### src/sobv_pkg.sv
// Shared constants, types and lookup functions for the sky object billboard vertex generator.
`timescale 1ns / 1ps
`default_nettype none
package sobv_pkg;

  localparam int CORNERS     = 6;
  localparam int COLOR_TYPES = 10;
  localparam int PIPE_DEPTH  = 8;
  localparam int CFG_IDX_W   = 3;
  localparam int CFG_DATA_W  = 48;
  localparam int CNT_W       = 3;

  localparam logic [CFG_IDX_W-1:0] REG_RADIUS    = 3'd0;
  localparam logic [CFG_IDX_W-1:0] REG_SIZE_LIM  = 3'd1;
  localparam logic [CFG_IDX_W-1:0] REG_ALPHA_LIM = 3'd2;
  localparam logic [CFG_IDX_W-1:0] REG_MAG_RANGE = 3'd3;
  localparam logic [CFG_IDX_W-1:0] REG_CAM_RIGHT = 3'd4;
  localparam logic [CFG_IDX_W-1:0] REG_CAM_UP    = 3'd5;

  localparam logic [15:0] RADIUS_RST    = 16'd25600;
  localparam logic [47:0] SIZE_LIM_RST  = 48'd549760862208;
  localparam logic [15:0] ALPHA_LIM_RST = 16'd39194;
  localparam logic [31:0] MAG_RANGE_RST = 32'd50334208;

  // sine polynomial coefficients, Q16
  localparam logic [16:0] SIN_A = 17'd102944;
  localparam logic [15:0] SIN_B = 16'd42047;
  localparam logic [12:0] SIN_C = 13'd4640;

  // obliquity rotation, Q1.14
  localparam logic signed [15:0] OBL_COS = 16'sd15032;
  localparam logic signed [15:0] OBL_SIN = 16'sd6517;

  typedef struct packed {
    logic signed [32:0] rs_x;
    logic signed [32:0] rs_y;
    logic signed [32:0] rs_z;
    logic signed [32:0] us_x;
    logic signed [32:0] us_y;
    logic signed [32:0] us_z;
    logic [7:0]         red;
    logic [7:0]         green;
    logic [7:0]         blue;
    logic [7:0]         opacity;
  } attr_t;

  typedef struct packed {
    logic signed [18:0] ctr_x;
    logic signed [18:0] ctr_y;
    logic signed [18:0] ctr_z;
    attr_t              attr;
  } obj_t;

  function automatic logic [23:0] type_color(input logic [3:0] obj_type);
    logic [23:0] c;
    case (obj_type)
      4'd0:    c = {8'd230, 8'd230, 8'd205};
      4'd1:    c = {8'd230, 8'd218, 8'd179};
      4'd2:    c = {8'd230, 8'd77,  8'd77 };
      4'd3:    c = {8'd77,  8'd102, 8'd230};
      4'd4:    c = {8'd51,  8'd205, 8'd179};
      4'd5:    c = {8'd38,  8'd38,  8'd51 };
      4'd6:    c = {8'd230, 8'd128, 8'd154};
      4'd7:    c = {8'd179, 8'd192, 8'd230};
      4'd8:    c = {8'd230, 8'd205, 8'd154};
      4'd9:    c = {8'd179, 8'd205, 8'd243};
      default: c = {8'd128, 8'd128, 8'd128};
    endcase
    if (int'(obj_type) >= COLOR_TYPES) c = {8'd128, 8'd128, 8'd128};
    return c;
  endfunction

  // right-hand side of the quad: BR, TR, TR
  function automatic logic corner_u(input logic [CNT_W-1:0] c);
    logic u;
    case (c) inside
      3'd1, 3'd2, 3'd4: u = 1'b1;
      default:          u = 1'b0;
    endcase
    return u;
  endfunction

  // top side of the quad: TR, TR, TL
  function automatic logic corner_v(input logic [CNT_W-1:0] c);
    logic v;
    case (c) inside
      3'd2, 3'd4, 3'd5: v = 1'b1;
      default:          v = 1'b0;
    endcase
    return v;
  endfunction

  function automatic logic signed [15:0] sat16(input logic signed [19:0] p);
    logic signed [15:0] r;
    if (p > 20'sd32767)       r = 16'sh7FFF;
    else if (p < -20'sd32768) r = 16'sh8000;
    else                      r = p[15:0];
    return r;
  endfunction

endpackage
`default_nettype wire

### src/sobv_emit.sv
// Corner emitter: holds one object and sends its six quad vertices through an output register.
`timescale 1ns / 1ps
`default_nettype none
module sobv_emit (
  input  wire logic               clk,
  input  wire logic               rst_n,
  input  wire logic               obj_valid,
  input  wire sobv_pkg::obj_t     obj,
  output logic                    take,
  output logic                    out_valid,
  input  wire logic               out_ready,
  output logic signed [15:0]      out_pos_x,
  output logic signed [15:0]      out_pos_y,
  output logic signed [15:0]      out_pos_z,
  output logic                    out_tex_u,
  output logic                    out_tex_v,
  output logic [7:0]              out_red,
  output logic [7:0]              out_green,
  output logic [7:0]              out_blue,
  output logic [7:0]              out_opacity,
  output logic [2:0]              out_corner_index,
  output logic                    out_last
);
  import sobv_pkg::*;

  localparam logic [CNT_W-1:0] CNT_LAST = CNT_W'(CORNERS - 1);

  obj_t             obj_r;
  logic             obj_v_r, obj_v_nxt;
  logic [CNT_W-1:0] cnt_r, cnt_nxt;
  logic             out_valid_r, out_valid_nxt;
  logic             load, last_load, cu, cv;

  logic signed [15:0] px_r, py_r, pz_r;
  logic               u_r, v_r, last_r;
  logic [7:0]         red_r, green_r, blue_r, op_r;
  logic [2:0]         ci_r;

  function automatic logic signed [15:0] coord(input logic signed [18:0] ctr,
                                               input logic signed [32:0] a,
                                               input logic signed [32:0] b,
                                               input logic u, input logic v);
    logic signed [33:0] ae, be, s;
    logic signed [19:0] p;
    ae = {a[32], a};
    be = {b[32], b};
    s  = (u ? ae : -ae) + (v ? be : -be) + 34'sd16384;
    p  = {ctr[18], ctr} + {s[33], s[33:15]};
    return sat16(p);
  endfunction

  always_comb begin
    load      = obj_v_r && (!out_valid_r || out_ready);
    last_load = load && (cnt_r == CNT_LAST);
    take      = !obj_v_r || last_load;
    obj_v_nxt = take ? obj_valid : obj_v_r;
    cnt_nxt   = last_load ? '0 : (load ? cnt_r + 1'b1 : cnt_r);
    out_valid_nxt = load ? 1'b1 : (out_ready ? 1'b0 : out_valid_r);
    cu = corner_u(cnt_r);
    cv = corner_v(cnt_r);
  end

  always_ff @(posedge clk) begin
    if (!rst_n) begin
      obj_v_r     <= 1'b0;
      cnt_r       <= '0;
      out_valid_r <= 1'b0;
    end else begin
      obj_v_r     <= obj_v_nxt;
      cnt_r       <= cnt_nxt;
      out_valid_r <= out_valid_nxt;
    end
  end

  always_ff @(posedge clk) begin
    if (obj_valid && take) obj_r <= obj;
    if (load) begin
      px_r    <= coord(obj_r.ctr_x, obj_r.attr.rs_x, obj_r.attr.us_x, cu, cv);
      py_r    <= coord(obj_r.ctr_y, obj_r.attr.rs_y, obj_r.attr.us_y, cu, cv);
      pz_r    <= coord(obj_r.ctr_z, obj_r.attr.rs_z, obj_r.attr.us_z, cu, cv);
      u_r     <= cu;
      v_r     <= cv;
      red_r   <= obj_r.attr.red;
      green_r <= obj_r.attr.green;
      blue_r  <= obj_r.attr.blue;
      op_r    <= obj_r.attr.opacity;
      ci_r    <= cnt_r;
      last_r  <= (cnt_r == CNT_LAST);
    end
  end

  assign out_valid        = out_valid_r;
  assign out_pos_x        = px_r;
  assign out_pos_y        = py_r;
  assign out_pos_z        = pz_r;
  assign out_tex_u        = u_r;
  assign out_tex_v        = v_r;
  assign out_red          = red_r;
  assign out_green        = green_r;
  assign out_blue         = blue_r;
  assign out_opacity      = op_r;
  assign out_corner_index = ci_r;
  assign out_last         = last_r;
endmodule
`default_nettype wire

### config.mk
export PLATFORM = sky130hd
export DESIGN_NAME = sobv_emit
export DESIGN_NICKNAME = d
export VERILOG_FILES = /design/src/sobv_pkg.sv /design/src/sobv_emit.sv
export SDC_FILE = /design/constraint.sdc
export NUM_CORES = 1
export LEC_CHECK = 0
export ABC_CLOCK_PERIOD_IN_PS = 18400
export BUFFER_PORTS_ARGS = -buffer_cell sky130_fd_sc_hd__buf_4
export CORE_AREA = 2 2 270 299
export DETAILED_ROUTE_END_ITERATION = 10
export DIE_AREA = 0 0 272 301
export PLACE_DENSITY = 0.59
export SLEW_MARGIN = 20
export SYNTH_ARGS = -nofsm -noshare
export SYNTH_HDL_FRONTEND = slang
export SYNTH_SLANG_ARGS = --single-unit
### constraint.sdc
create_clock -name clk -period 18.4 [get_ports clk]
set_input_delay 2.76 -clock clk [delete_from_list [all_inputs] [get_ports clk]]
set_output_delay 2.76 -clock clk [all_outputs]
set_load 0.02 [all_outputs]
Word level (Yosys, flattened, before mapping)
Index checks and enable logic that the tools add are counted.

word-level totals
  bits in registers = 378
  bits of input ports = 291
  output and inout bits = 88

operators by class
  add/sub/neg operators = 16
  order comparisons = 6
  equal/unequal tests = 4
  muxes and demuxes = 13
  bitwise gates (word level) = 1
  reductions and logical operators = 11

operators by type and width
  operator                count
  $mux 34                 6
  $neg 33->34             6
  $add 34x16->34 const B  3
  $add 34x34->34          3
  $add 19x19->20          3
  $gt 20x16->1 const B    3
  $lt 20x16->1 const B    3
  $mux 16                 3
  $eq 3x3->1 const B      2
  $reduce_or 3->1         2
  $mux 1                  4
  $add 3x1->3 const B     1
  $eq 3x1->1 const B      1
  $eq 3x2->1 const B      1
  $logic_and 1x1->1       3
  $logic_not 1->1         2
  $logic_or 1x1->1        2
  $reduce_bool 2->1       1
  $reduce_or 2->1         1
  $not 1->1               1

Depth between registers and ports, before layout
  depth in word-level cells = 9
  depth in mapped cells = 31
  depth with buffers taken out = 27

Least setup slack after synthesis
Ideal clock, no wire load.

  kind = input -> register
  start = input out_ready
  end = register obj_r[0] (netlist name), enable pin
  setup time = 0.684 ns
  arrival time = 10.148 ns
  slack = 7.569 ns
  cell stages on the path = 4
  path through = nand2b_1 nand2_1 o21ai_0 and2_1

on the way
  cells in the longest elaborated chain, start to end = 5

ends and longest elaborated chain
  what                  RTL line         text
  start, declared       sobv_emit.sv:11  input wire logic out_ready,
  $logic_or 1x1->1      sobv_emit.sv:53  load = obj_v_r && (!out_valid_r || out_ready);
  $logic_and 1x1->1     sobv_emit.sv:53
  $logic_and 1x1->1     sobv_emit.sv:54  last_load = load && (cnt_r == CNT_LAST);
  $logic_or 1x1->1      sobv_emit.sv:55  take = !obj_v_r || last_load;
  named net take        sobv_emit.sv:9   output logic take,
  $logic_and 1x1->1     sobv_emit.sv:76  if (obj_valid && take) obj_r <= obj;
  end signal, assigned  sobv_emit.sv:76
  end, declared         sobv_emit.sv:28  obj_t obj_r;

The timed path passes the listed nets, and every way through them passes these cells.
A chain may end at the register's enable or synchronous reset.

Worst setup path after layout
  start = register cnt_r[1]
  end = register py_r[3] (netlist: out_pos_y[3]), data pin

on the way
  cells in the longest elaborated chain, start to end = 9
  elaborated cells on any way between the ends = 16
  classes of those cells = add/sub (3); order compare (2); eq/ne (4); mux (5); reduce/logical (2)

ends and longest elaborated chain
  what                                RTL line                        text
  start, declared                     sobv_emit.sv:30                 logic [CNT_W-1:0] cnt_r, cnt_nxt;
  start signal, assigned              sobv_emit.sv:70                 cnt_r <= cnt_nxt;
  $eq 3x1->1 (tied with other cells)  sobv_emit.sv:59                 cu = corner_u(cnt_r);
  $reduce_or 3->1 (on tied branches)  sobv_pkg.sv:76, sobv_pkg.sv:86
  $mux 1 (on tied branches)           sobv_pkg.sv:76, sobv_pkg.sv:86
  $mux 34                             sobv_emit.sv:47                 s = (u ? ae : -ae) + (v ? be : -be) + 34'sd16384;
  $add 34x34->34 *                    sobv_emit.sv:47
  $add 34x16->34 *                    sobv_emit.sv:47
  $add 19x19->20 *                    sobv_emit.sv:48                 p = {ctr[18], ctr} + {s[33], s[33:15]};
  $lt 20x16->1                        sobv_pkg.sv:96                  else if (p < -20'sd32768) r = 16'sh8000;
  $mux 16                             sobv_pkg.sv:96
  end signal, assigned                sobv_emit.sv:79                 py_r <= coord(obj_r.ctr_y, obj_r.attr.rs_y, obj_r.attr.us_y, cu, cv);
  end, declared                       sobv_emit.sv:34                 logic signed [15:0] px_r, py_r, pz_r;

Mark *: on every way between the ends. The rest lies on a longest branch, timed or not.

==> impl_metrics.toml <==
[floorplanning]
ios = 379
initial_core_util_pct = 29.86
dieArea_um2 = 81870
die_h_um = 301
core_area_um2 = 78510
rows = 108
die_w_um = 272

[synthesis]
netlist_area_um2 = 23450
avgSynthCellArea_um2 = 11.56
yosys_most_used_dff = "edfxtp_1"
synth.area.top_cells = "edfxtp_1, ha_1, xnor2_1"
ys_seq_elements = 378
synth_top_cell_by_area = "edfxtp_1"
synth_top_area_share_pct = 47.77
synth-edff-count = 373
synth.distinct_cells = 74
async_flop_share_pct = 0
yosys_warnings = 0
synth_nets = 2590
syn-instance-count = 2028
ys_seq_area_share_pct = 48.20

[timing]
rsz0062_at_grt = "false"
worst_slew_pin_slew_ns = 0.9964
setup_violations = 0
layout_min_cycle_time_ns = 8.395
period_share_pct = 45.62
drv_slew = 0
setup_slack_ns = 10.01
timing.hold.ws_ns = 0.4167
hold_viol_final = 0
slew_headroom_pct = 32.70
tns_ns = 0
clock_skew_ns = 0.02023
fmax_ghz = 0.1191

[grt]
grt_max_degree = 76
grt_use_total_pct = 15.38
grt_pass1_vias = 17464
grt_pass1_wl_um = 97880
grt_antenna_before_repair = 21
grt.overflow.total = 0

[routing]
ant_nets = 0
drt-initial-drc-count = 1130
vias = 17529
vias_per_cell = 4.981
drc = 0
wirelength_um = 65470
dr.pass1.iters = 5
wl_per_cell_um = 18.60

[critical_path]
cp_max_fo = 62
slowest_delay_ns = 0.74
startpoint_type = "register"
cp.arrival_ns = 8.67
critical_path_required_ns = 18.67
crit_buf_inv = 4
critical_path_class = "reg -> reg"
cp_slowest_cell = "a31oi_1"
cp_top_family = "compound AO/OA/AOI/OAI gates"
path_common_cell = "ha_1"
setup.worst_path.end_class = "register"

[clock_tree]
clockRootBuffer = "clkbuf_16"
cts_resized = 0
cts_buffer_depth = 3
numCtsBuffers = 44
clock_latency_ns = 0.59
clk_pin_slew_ns = 0.06
cts_tree = "yes"
clkSinkCount = 378
post-cts-setup-buffer-count = 0
htreeDepth = 2
holdBufCountCts = 0

[place]
dp_hpwl_um = 51130
place_congestion = 0.8698
port-buffer-count = 378
placed_cells = 3425
pre_cts_ws_ns = 10.01

[worst_hold_path]
hold_class = "reg -> reg"

[finish]
drive_above_1_share_pct = 20.48
synthToLayoutAreaGrowth_pct = 24.10
nNetsFinal = 2989
layoutNonFillerInstCount = 3519

[power_and_ir_drop]
ir_drop_uv = 85.64
p_leak_nw = 11.49
power_density_nw_per_um2 = 133.9

[flow_run]
max_cap_violations = 0

[status]
status = "complete, no violations"
-- registers in the layout (all words and copies together) (netlist names), 3 cells and up --
register / flops
obj_r: 287
out_pos_x: 16
out_pos_y: 16
out_pos_z: 16
out_blue: 8
out_green: 8
out_opacity: 8
out_red: 8
cnt_r: 3
out_corner_index: 3
-- per-layer routing --
metal / routed length, µm / GRT usage (%) / vias to the layer above
li1: - / - / 8570
met1: 28130 / 19.42 / 8396
met2: 31510 / 25.61 / 420
met3: 3467 / 3.110 / 127
met4: 2256 / 6.410 / 16
met5: 101 / 0 / -
-- report_power, final --
group          internal (W)  switching [W]  total, W
clock              0.000530       0.000376  0.000906
sequential          0.00111      0.0000524   0.00116
combinational      0.000774        0.00105   0.00183
-- through the flow --
| step | power, W | utilization, % | cell area [µm²] |
|---|---|---|---|
| 5_1_grt | 0.004169 | 37.06 | 29100 |
| 4_1_cts | 0.003914 | 36.97 | 29030 |
| 6_report | 0.003895 | 37.06 | 29100 |
| 3_3_place_gp | 0.002928 | 35.07 | 27530 |
| 2_1_floorplan | 0.002510 | - | 23450 |
| 3_5_place_dp | 0.002981 | 35.07 | 27530 |
-- final cells by class --
cell class	count	area, µm²
timing repair buffer	388	2933
antenna	13	32.53
clock buffer	49	1120
tap	1045	1308
clock inverter	31	372.9
fill	7585	49410
multi-input combinational	1545	11770
inverter	70	265.3
sequential	378	11300
-- cell usage in the layout (no fill, tap or decap), types with 18 or more instances in the layout --
cell type / count
a21o_1: 52
a21oi_1: 160
a31oi_1: 18
buf_4: 387
clkbuf_16: 44
edfxtp_1: 373
ha_1: 268
inv_1: 67
nand2_1: 97
nand3_1: 24
nor2_1: 107
nor3_1: 45
nor4_1: 24
o21ai_0: 132
o31ai_1: 32
o41ai_1: 21
or3_1: 22
xnor2_1: 183
xor2_1: 104
-- path summary, 6_finish.rpt --
path                              start                    endpoint  slack, ns  cells past startpoint
setup / recovery  cnt_r[1]$_SDFFE_PP0P_  out_pos_y[3]$_SDFFCE_PN1P_      10.01                     26
hold / removal      obj_r[18]$_DFFE_PP_      out_green[2]$_DFFE_PP_       0.42                      0
setup reg to reg  cnt_r[1]$_SDFFE_PP0P_  out_pos_y[3]$_SDFFCE_PN1P_      10.01                     26
hold reg to reg     obj_r[18]$_DFFE_PP_      out_green[2]$_DFFE_PP_       0.42                      0
-- cells in the mapped netlist (4+ instances only) --
| library cell | instances |
|---|---|
| edfxtp_1 | 373 |
| ha_1 | 268 |
| xnor2_1 | 183 |
| a21oi_1 | 160 |
| o21ai_0 | 132 |
| nor2_1 | 107 |
| xor2_1 | 104 |
| nand2_1 | 97 |
| inv_1 | 68 |
| a21o_1 | 53 |
| nor3_1 | 45 |
| o31ai_1 | 33 |
| clkbuf_1 | 31 |
| nand3_1 | 24 |
| nor4_1 | 24 |
| or3_1 | 22 |
| o41ai_1 | 21 |
| a31oi_1 | 18 |
| a211oi_1 | 17 |
| nand2b_1 | 17 |
| nor2b_1 | 15 |
| o21bai_1 | 15 |
| or4_1 | 15 |
| nand4_1 | 14 |
| a41oi_1 | 9 |
| a211o_1 | 8 |
| a21boi_0 | 8 |
| and2_1 | 8 |
| and3_1 | 8 |
| o211ai_1 | 8 |
| a31o_2 | 7 |
| and4_1 | 7 |
| o21a_1 | 7 |
| or2_2 | 7 |
| a311oi_1 | 6 |
| nand3b_1 | 6 |
| nor3b_1 | 6 |
| dfxtp_1 | 5 |
| o2111ai_1 | 5 |
| a2111o_1 | 4 |
| a221oi_1 | 4 |
-- logic make-up after synthesis --
| kind of cell | after synthesis | share of synthesized area [%] |
|---|---|---|
| muxes | 2 | 0.1441 |
| adders and majority gates | 271 | 14.56 |
| AOI/OAI and AO/OA | 544 | 14.86 |
| and+or+nand+nor | 441 | 9.830 |
| xor gates and xnor gates | 287 | 10.72 |
| DFF | 378 | 48.20 |
| buffers and inverters | 105 | 1.692 |
(Power assumes the default switching activity.)
